**src/hdl/dbdc_pkg.sv**
```systemverilog
package dbdc_pkg;

    typedef enum logic [1:0] {
        OP_SAMPLE       = 2'd0,
        OP_TAKE_TOGGLES = 2'd1,
        OP_TAKE_REQUEST = 2'd2,
        OP_PEEK         = 2'd3
    } op_t;

    localparam int unsigned ADDR_W = 3;

    typedef enum logic {
        REG_DEBOUNCE   = 1'b0,
        REG_CHORD_HOLD = 1'b1
    } reg_idx_t;

    localparam logic [15:0] DEBOUNCE_RESET = 16'd50;
    localparam logic [15:0] CHORD_RESET    = 16'd3000;

    typedef struct packed {
        logic [1:0]  operation;
        logic        button_a_down;
        logic        button_b_down;
        logic [31:0] now_ms;
    } sample_t;

    typedef struct packed {
        logic       press_a;
        logic       press_b;
        logic       stable_a;
        logic       stable_b;
        logic [1:0] toggle_mask;
        logic       setup_request;
    } result_t;

endpackage

```
**src/hdl/dual_button_debounce_chord.sv**
```systemverilog
// channel   | handshake                         | payload
// ----------+-----------------------------------+-----------------------------
// sample    | sample_valid / sample_ready       | sample (sample_t)
// result    | result_valid / result_ready       | result (result_t)
// config    | psel penable pwrite pready (APB)  | paddr pwdata / prdata
//
// one item per cycle while sample_ready is high: the whole update is one pass of compare/subtract logic
// into the result register, with a one-entry skid register behind it
// sample_ready only drops while the skid register holds a result
// rst_n clears all button, chord and toggle state and reloads both timings
// no clearing pass; the block takes items from the first cycle after reset
module dual_button_debounce_chord
    import dbdc_pkg::*;
(
    input  logic              clk,
    input  logic              rst_n,
    input  logic              sample_valid,
    output logic              sample_ready,
    input  sample_t           sample,
    output logic              result_valid,
    input  logic              result_ready,
    output result_t           result,
    input  logic              psel,
    input  logic              penable,
    input  logic              pwrite,
    input  logic [ADDR_W-1:0] paddr,
    input  logic [31:0]       pwdata,
    output logic [31:0]       prdata,
    output logic              pready
);

    logic [15:0] debounce_reg;
    logic [15:0] chord_hold_reg;

    logic        raw_a_reg, raw_b_reg;
    logic        stable_a_reg, stable_b_reg;
    logic [31:0] changed_a_reg, changed_b_reg;
    logic        chord_active_reg;
    logic [31:0] chord_start_reg;
    logic        chord_fired_reg;
    logic        request_reg;
    logic [1:0]  toggles_reg;

    logic        raw_a_next, raw_b_next;
    logic        stable_a_next, stable_b_next;
    logic [31:0] changed_a_next, changed_b_next;
    logic        chord_active_next;
    logic [31:0] chord_start_next;
    logic        chord_fired_next;
    logic        request_next;
    logic [1:0]  toggles_next;

    logic        result_valid_reg, skid_valid_reg;
    result_t     result_reg, skid_reg;
    result_t     res;

    logic        accept;
    logic        cfg_write;
    logic        sampling;
    logic        press_a, press_b;
    logic [31:0] held_a, held_b, chord_time;
    logic [1:0]  mask_upd;
    logic        req_upd;

    assign accept    = sample_valid && sample_ready;
    assign cfg_write = psel && penable && pwrite && pready;
    assign sampling  = (sample.operation == OP_SAMPLE);
    assign pready    = 1'b1;

    always_comb
    begin
        prdata = 32'd0;
        unique case (reg_idx_t'(paddr[2]))
            REG_DEBOUNCE:   prdata = {16'd0, debounce_reg};
            REG_CHORD_HOLD: prdata = {16'd0, chord_hold_reg};
            default:        prdata = 32'd0;
        endcase
    end

    always_comb
    begin
        raw_a_next        = raw_a_reg;
        raw_b_next        = raw_b_reg;
        stable_a_next     = stable_a_reg;
        stable_b_next     = stable_b_reg;
        changed_a_next    = changed_a_reg;
        changed_b_next    = changed_b_reg;
        chord_active_next = chord_active_reg;
        chord_start_next  = chord_start_reg;
        chord_fired_next  = chord_fired_reg;
        press_a           = 1'b0;
        press_b           = 1'b0;
        mask_upd          = toggles_reg;
        req_upd           = request_reg;

        // a fresh raw change restarts the hold time at zero
        held_a = (sample.button_a_down != raw_a_reg) ? 32'd0
                                                     : sample.now_ms - changed_a_reg;
        held_b = (sample.button_b_down != raw_b_reg) ? 32'd0
                                                     : sample.now_ms - changed_b_reg;
        chord_time = chord_active_reg ? sample.now_ms - chord_start_reg : 32'd0;

        if (sampling)
        begin
            raw_a_next = sample.button_a_down;
            raw_b_next = sample.button_b_down;
            if (sample.button_a_down != raw_a_reg)
                changed_a_next = sample.now_ms;
            if (sample.button_b_down != raw_b_reg)
                changed_b_next = sample.now_ms;
            if (stable_a_reg != sample.button_a_down && held_a >= {16'd0, debounce_reg})
            begin
                stable_a_next = sample.button_a_down;
                press_a       = sample.button_a_down;
            end
            if (stable_b_reg != sample.button_b_down && held_b >= {16'd0, debounce_reg})
            begin
                stable_b_next = sample.button_b_down;
                press_b       = sample.button_b_down;
            end
            if (stable_a_next && stable_b_next)
            begin
                if (!chord_active_reg)
                begin
                    chord_active_next = 1'b1;
                    chord_start_next  = sample.now_ms;
                end
                if (!chord_fired_reg && chord_time >= {16'd0, chord_hold_reg})
                begin
                    chord_fired_next = 1'b1;
                    req_upd          = 1'b1;
                end
            end
            else
            begin
                chord_active_next = 1'b0;
                chord_fired_next  = 1'b0;
                mask_upd          = toggles_reg ^ {press_b, press_a};
            end
        end

        toggles_next = mask_upd;
        request_next = req_upd;
        case (sample.operation)
            OP_TAKE_TOGGLES: toggles_next = 2'd0;
            OP_TAKE_REQUEST: request_next = 1'b0;
            default:         ;
        endcase

        res.press_a       = press_a;
        res.press_b       = press_b;
        res.stable_a      = stable_a_next;
        res.stable_b      = stable_b_next;
        res.toggle_mask   = mask_upd;
        res.setup_request = req_upd;
    end

    assign sample_ready = !skid_valid_reg;
    assign result_valid = result_valid_reg;
    assign result       = result_reg;

    always_ff @(posedge clk or negedge rst_n)
    begin
        if (!rst_n)
        begin
            debounce_reg     <= DEBOUNCE_RESET;
            chord_hold_reg   <= CHORD_RESET;
            raw_a_reg        <= 1'b0;
            raw_b_reg        <= 1'b0;
            stable_a_reg     <= 1'b0;
            stable_b_reg     <= 1'b0;
            changed_a_reg    <= 32'd0;
            changed_b_reg    <= 32'd0;
            chord_active_reg <= 1'b0;
            chord_start_reg  <= 32'd0;
            chord_fired_reg  <= 1'b0;
            request_reg      <= 1'b0;
            toggles_reg      <= 2'd0;
            result_valid_reg <= 1'b0;
            skid_valid_reg   <= 1'b0;
        end
        else
        begin
            if (cfg_write)
            begin
                unique case (reg_idx_t'(paddr[2]))
                    REG_DEBOUNCE:   debounce_reg   <= pwdata[15:0];
                    REG_CHORD_HOLD: chord_hold_reg <= pwdata[15:0];
                    default:        ;
                endcase
            end
            if (accept)
            begin
                raw_a_reg        <= raw_a_next;
                raw_b_reg        <= raw_b_next;
                stable_a_reg     <= stable_a_next;
                stable_b_reg     <= stable_b_next;
                changed_a_reg    <= changed_a_next;
                changed_b_reg    <= changed_b_next;
                chord_active_reg <= chord_active_next;
                chord_start_reg  <= chord_start_next;
                chord_fired_reg  <= chord_fired_next;
                request_reg      <= request_next;
                toggles_reg      <= toggles_next;
            end
            // output register drains first, skid catches a transfer made while stalled
            if (!result_valid_reg || result_ready)
            begin
                if (skid_valid_reg)
                begin
                    result_valid_reg <= 1'b1;
                    skid_valid_reg   <= 1'b0;
                end
                else
                    result_valid_reg <= accept;
            end
            else if (accept)
                skid_valid_reg <= 1'b1;
        end
    end

    always_ff @(posedge clk)
    begin
        if (!result_valid_reg || result_ready)
        begin
            if (skid_valid_reg)
                result_reg <= skid_reg;
            else if (accept)
                result_reg <= res;
        end
        else if (accept)
            skid_reg <= res;
    end

    a_skid_behind_out: assert property (@(posedge clk) disable iff (!rst_n)
        skid_valid_reg |-> result_valid_reg)
        else $error("skid register holds a result ahead of the output register");

    a_press_is_down: assert property (@(posedge clk) disable iff (!rst_n)
        result_valid_reg |-> (!result_reg.press_a || result_reg.stable_a)
                          && (!result_reg.press_b || result_reg.stable_b))
        else $error("press event without a stable down level");

    a_fired_in_chord: assert property (@(posedge clk) disable iff (!rst_n)
        chord_fired_reg |-> chord_active_reg && stable_a_reg && stable_b_reg)
        else $error("chord fired outside an active chord");

    a_request_from_chord: assert property (@(posedge clk) disable iff (!rst_n)
        $rose(request_reg) |-> $rose(chord_fired_reg))
        else $error("setup request raised without the chord firing");

    a_stall_holds: assert property (@(posedge clk) disable iff (!rst_n)
        result_valid_reg && !result_ready |=> result_valid_reg && $stable(result_reg))
        else $error("stalled result changed");

endmodule
```
**config.mk**
```make
export PLATFORM = sky130hd
export DESIGN_NAME = dual_button_debounce_chord
export DESIGN_NICKNAME = d
export VERILOG_FILES = /design/src/hdl/dbdc_pkg.sv /design/src/hdl/dual_button_debounce_chord.sv
export SDC_FILE = /design/constraint.sdc
export NUM_CORES = 1
export LEC_CHECK = 0
export BUFFER_PORTS_ARGS = -buffer_cell sky130_fd_sc_hd__buf_2
export CORE_MARGIN = 1.5
export CORE_UTILIZATION = 60
export CTS_CLUSTER_SIZE = 25
export DETAILED_ROUTE_END_ITERATION = 10
export GPL_ROUTABILITY_DRIVEN = 0
export PLACE_DENSITY_LB_ADDON = 0.15
export SLEW_MARGIN = 20
export SYNTH_ARGS = -nofsm -noshare
export SYNTH_HDL_FRONTEND = slang
export SYNTH_SLANG_ARGS = --single-unit
```
**constraint.sdc**
```tcl
create_clock -name clk -period 16.1 [get_ports clk]
set_clock_uncertainty 0.15 [all_clocks]
set_input_delay 0.805 -clock clk [delete_from_list [all_inputs] [get_ports clk]]
set_output_delay 0.805 -clock clk [all_outputs]
set_load 0.02 [all_outputs]
```
==> results of run 1 <==
routing by layer:
metal,routed length [microns],vias to the layer above,global-route usage [%]
met5,0,-,0
met4,1430,0,13.3
met3,2070,105,3.67
met2,16600,439,50.9
met1,15900,5818,40.3
li1,-,5779,-
where the power goes:
part	internal (mW)	switching, mW
registers	0.526	0.0765
clock network	0.205	0.180
logic	0.683	0.950
layout by cell type (no fill, tap or decap), types with 8 or more instances in the layout:
| cell type | n |
|---|---|
| mux2i_1 | 11 |
| a21o_1 | 61 |
| o21a_1 | 14 |
| o21bai_1 | 10 |
| xor2_1 | 30 |
| a211oi_1 | 12 |
| o21ai_0 | 83 |
| clkbuf_16 | 17 |
| nor4_1 | 10 |
| nand3_1 | 25 |
| o211ai_1 | 17 |
| mux2_4 | 29 |
| nand2b_1 | 16 |
| o21ai_1 | 14 |
| nand4_1 | 32 |
| a21oi_1 | 107 |
| dfstp_2 | 10 |
| inv_1 | 153 |
| nor3_1 | 26 |
| conb_1 | 17 |
| xnor2_1 | 33 |
| edfxtp_1 | 14 |
| nor2b_1 | 16 |
| buf_2 | 83 |
| and4_1 | 8 |
| and3_1 | 8 |
| ha_1 | 141 |
| nand2_1 | 128 |
| mux2_2 | 101 |
| dfrtp_1 | 129 |
| nor2_1 | 110 |
| a31oi_1 | 15 |
| and2_1 | 13 |
area by class of cell:
type / instances / share of cell area (%)
clock buffer: 19 / 2.98
sequential: 153 / 26.3
clock inverter: 13 / 0.715
inverter: 154 / 3.88
multi-input combinational: 1216 / 60.6
timing repair buffer: 90 / 3.17
tap: 285 / 2.40
logic make-up after synthesis:
group / Yosys count / share of synthesized area, %
buffers and inverters: 222 / 6.77
adders and majority gates: 144 / 13.2
xor gates and xnor gates: 63 / 4.00
DFF: 153 / 28.3
other: 2 / 0.0544
AOI/OAI and AO/OA: 421 / 20.1
and+or+nand+nor: 428 / 15.1
muxes: 143 / 12.4
path summary, 6_finish.rpt:
| kind | start | endpoint | cells after the start | slack (ps) |
|---|---|---|---|---|
| setup / recovery | sample[0] | chord_start_reg[0] | 24 | 8910 |
| hold / removal | rst_n | debounce_reg[7] | 1 | 300 |
| setup reg to reg | changed_b_reg[0] | chord_start_reg[0] | 22 | 9100 |
| hold reg to reg | changed_b_reg[0] | changed_b_reg[0] | 2 | 350 |
| max in group asynchronous | rst_n | changed_b_reg[24] | 2 | 14340 |
| min in group clk | changed_b_reg[0] | changed_b_reg[0] | 2 | 350 |
==> metrics.txt, run 1 <==
Post-DP Area=0.0143 sq mm; Hold WS=295 ps; largest cells by area after synthesis=dfrtp_1, ha_1, mux2_2; setup_tns=0 ps; final hold vios=0; maximum number of pins on one net before global-route repair=92; RSZ-0062 raised after global routing=no; core area=0.0226 sq mm; via count=12141; power per cell area=176 mW/mm^2; HPWL Detailed=27.8 mm; Slew HR=24.1%; Total GRT Usage=30.6%; IO Pins=120; worst endpoint required time=16260 ps; Synth async-reset ratio=90.8%; Via density=6.29; global-route wire length before repair=58.0 mm; Avg Cell Area, Syn=8.76 sq um; max incr delay on CP=760 ps; Synth Instances=1576; Area Overhead vs Synth=7.81%; Top FF cell, synth=dfrtp_1; nets=1854; die width=155 microns; total of max-cap violations=0; Startpoint Class=primary input; Detailed Routing Iterations Pass 1=6; Seq cells post-synth=153; row cnt=55; routed len/inst=18.6 microns; fin crit period=7190 ps; chip height=155 microns; Slew @ Worst Pin=1130 ps; # DRC=0; Lkg Pwr=7.17 nW; count leader, synth=inv_1; CP cell instances=buf_2 -> inv_1 -> ha_1 -> fa_1 -> nand2b_1 -> a21oi_2 -> o21ai_1 -> a211oi_2 -> nor2_1 -> xor2_1 -> nor2_1 -> ha_1 -> and4_1 -> a221o_1 -> a41oi_1 -> nand4_1 -> a311o_1 -> a2111oi_4 -> nand4_1 -> o211a_2 -> or2_1 -> or3_2 -> buf_4 -> mux2_1; cts hold-fix bufs=0; Inst Count DP=1898; vias in the first global route=11524; Synth Warn #=0; status=completed; final setup vio count=0; Crit Path Class=in2reg; Slowest cell on crit path=or3_2; Buf/Inv on CP=3; Tcrit/Tclk final=44.6%; n_diodes=0; initial antenna violation count=0; die area=0.0239 sq mm; biggest area consumer among synthesized cells=dfrtp_1; Reg area=0.00391 sq mm; post-synthesis sequential area ratio=28.3%; Worst-path clk slew=70 ps; initial core utilization=61.2%; Worst Path Max Fanout=17; Hold Path Class=in2async; drt total wl=36.0 mm; critical path endpoint category=register; CTS tree=done; Netlist Area Pre-Place=0.0138 sq mm; Total Power=2.62 mW; critical path data arrival time=7350 ps; share of the synthesized area in the top cell type=23.4%; # port buffers=84; Sink Count=153; Finished Layout Cells=1930; depth of the CTS H-tree=4; total grt overflow=0; EDFF count, synth=14; total CTS buffers=17; Distinct cells, synth=89; pre-CTS setup slack=8610 ps; Max Fclk=139 MHz; Multi-input gate area=0.00901 sq mm; post-CTS setup buffers=0; Fillers=1933; Clock Latency Late Sink=430 ps; initial DRC count=1028; post_cts resized=0; final instance area=0.0149 sq mm; Final ANT Viol Nets=0; Root Driver=clkbuf_16; layout cells sized above 1=17.4%; setup slack after layout=8910 ps; synth cell count leaders=inv_1, ha_1, dfrtp_1, nand2_1, nor2_1; CP delay by family, top=compound AO/OA/AOI/OAI gates; Clock Tree Buf Depth=2; Max Slew Vio Count=0; worst vdd ir=0.0873 mV; post-layout utilization of the core=65.9%
Note: power is estimated with default switching activity, not from simulation.
==> run 2: changes to the inputs <==
==> constraint.sdc (replaced) <==
create_clock -name clk -period 6.8 [get_ports clk]
set_clock_uncertainty 0.15 [all_clocks]
set_input_delay 0.34 -clock clk [delete_from_list [all_inputs] [get_ports clk]]
set_output_delay 0.34 -clock clk [all_outputs]
set_load 0.02 [all_outputs]
==> run 2 against run 1 <==
  * Die area unchanged
  * Total power grew 140%
  * Largest cell class unchanged
  * Sequential share of layout area decreased by 0.53 points
  * Sequential power rose by 140%
  * Global-route usage grew 0.48 points
  * Setup slack got worse by 8600 ps
  * Critical endpoint unchanged
  * Flip-flop and latch count unchanged
  * Largest power group unchanged
  * Clock-buffer cell count up 2
  * Combinational power rose by 140%
==> metrics.txt, run 2 (synthesis gave the netlist of run 1 again) <==
initial antenna violation count=0; vias in the first global route=11785; depth of the CTS H-tree=4; layout cells sized above 1=17.5%; global-route wire length before repair=58.8 mm; Startpoint Class=primary input; Crit Path Class=in2reg; post-CTS setup buffers=0; Total Power=6.39 mW; Area Overhead vs Synth=10.0%; chip height=155 microns; Max Fclk=153 MHz; n_diodes=0; reg2reg path depth=23; IO Pins=120; maximum number of pins on one net before global-route repair=83; Worst-path clk slew=70 ps; Total GRT Usage=31.1%; critical path data arrival time=6700 ps; initial DRC count=1067; Hold Crit Start=pwdata[7]; drt total wl=36.8 mm; total grt overflow=0; via count=12198; total of max-cap violations=0; post-layout utilization of the core=67.3%; RSZ-0062 raised after global routing=no; setup_tns=0 ps; Root Driver=clkbuf_16; setup slack after layout=267 ps; Detailed Routing Iterations Pass 1=5; final setup vio count=0; pre-CTS setup slack=309 ps; die area=0.0239 sq mm; CTS tree=done; Final ANT Viol Nets=0; Via density=6.25; hold path endpoint=chord_hold_reg[7]; # port buffers=84; worst vdd ir=0.190 mV; die width=155 microns; Hold Path Class=in2reg; Fillers=1883; Slew HR=35.2%; commonest non-fill, non-tap cell in the layout=inv_1; Max Slew Vio Count=0; final hold vios=0; RR Endpoint=chord_start_reg[0]; Sink Count=153; most frequent cells in the layout=inv_1, ha_1, dfrtp_1; nets=1876; routed len/inst=18.8 microns; Worst Path Max Fanout=15; r2r setup slk=560 ps; worst r2r src=changed_b_reg[0]; HPWL Detailed=28.2 mm; status=completed; # DRC=0; critical path endpoint category=register; Tcrit/Tclk final=96.1%; Clock Tree Buf Depth=2; Lkg Pwr=7.30 nW; worst endpoint required time=6960 ps; power per cell area=421 mW/mm^2; row cnt=55; Slew @ Worst Pin=967 ps; WHS Path Cells=2; initial core utilization=61.2%; fin crit period=6530 ps; core area=0.0226 sq mm; total CTS buffers=17; Clock Latency Late Sink=440 ps
run 2: cell count changes in the layout (fill, tap and decap cells not counted), sizes merged:
cell / change
dlygate4sd3: +18
bufinv: +3
clkbuf: +2
clkinv: -3
inv: -2
buf: +4
run 2: per-stage QoR:
stage               instances  area (sq um)  hold slack [ps]
floorplan                1591         13900             -106
global placement         1902         14400              281
detailed placement       1902         14400              295
CTS                      1952         15200            0.178
global route             1952         15200             3.55
finish                   1952         15200             23.7
run 2: how the worst max path moves through the flow:
| stage | from | to | slack, ps | depth (start not counted) |
|---|---|---|---|---|
| after floorplan | sample[0] | chord_start_reg[10] | 1250 | 25 |
| after global placement | sample[0] | chord_start_reg[31] | 490 | 25 |
| after detailed placement | sample[0] | chord_start_reg[0] | 310 | 25 |
| after CTS | sample[0] | chord_start_reg[0] | 180 | 26 |
| after global routing | sample[0] | chord_start_reg[0] | 10 | 26 |
| final | sample[0] | chord_start_reg[0] | 270 | 26 |
run 2: area by class of cell:
class / instances / area [sq um] / share of cell area (%)
timing repair buffer: 112 / 682 / 4.49
clock inverter: 11 / 156 / 1.03
multi-input combinational: 1216 / 9020 / 59.4
tap: 285 / 357 / 2.35
inverter: 154 / 578 / 3.81
sequential: 153 / 3910 / 25.7
clock buffer: 21 / 483 / 3.18
run 2: per-layer routing:
layer,vias up,GRT usage [%],share of wire [%]
met2,450,53.2,47
met5,-,0,0
li1,5817,-,-
met4,0,11.1,3.3
met1,5842,40.0,43
met3,89,4.62,5.9
run 2: critical path: stages:
cell and delay (ps):
dlygate4sd3_1 530, buf_2 120, inv_1 80, ha_1 240, fa_1 400, nand2b_1 190
a21oi_2 280, o21ai_1 150, a211oi_2 230, buf_4 180, nor2_1 60, xor2_1 150
nor2_1 140, ha_1 260, and4_1 220, a221o_1 330, a41oi_2 330, nand4_1 160
a311o_1 380, a2111oi_4 220, nand4_1 140, o211a_2 160, or2_1 290, or3_2 490
buf_4 270, mux2_1 350
run 2: report_power, final:
group          internal, mW  total (mW)  switching (mW)
registers              1.25        1.43           0.181
logic                  1.63        3.92            2.28
clock network         0.627        1.05           0.419
run 2: repair_timing:
action                     CTS  global route
hold endpoints to repair   108             0
hold buffers                18             0
gates resized for setup      0             1
setup endpoints to repair    0            31
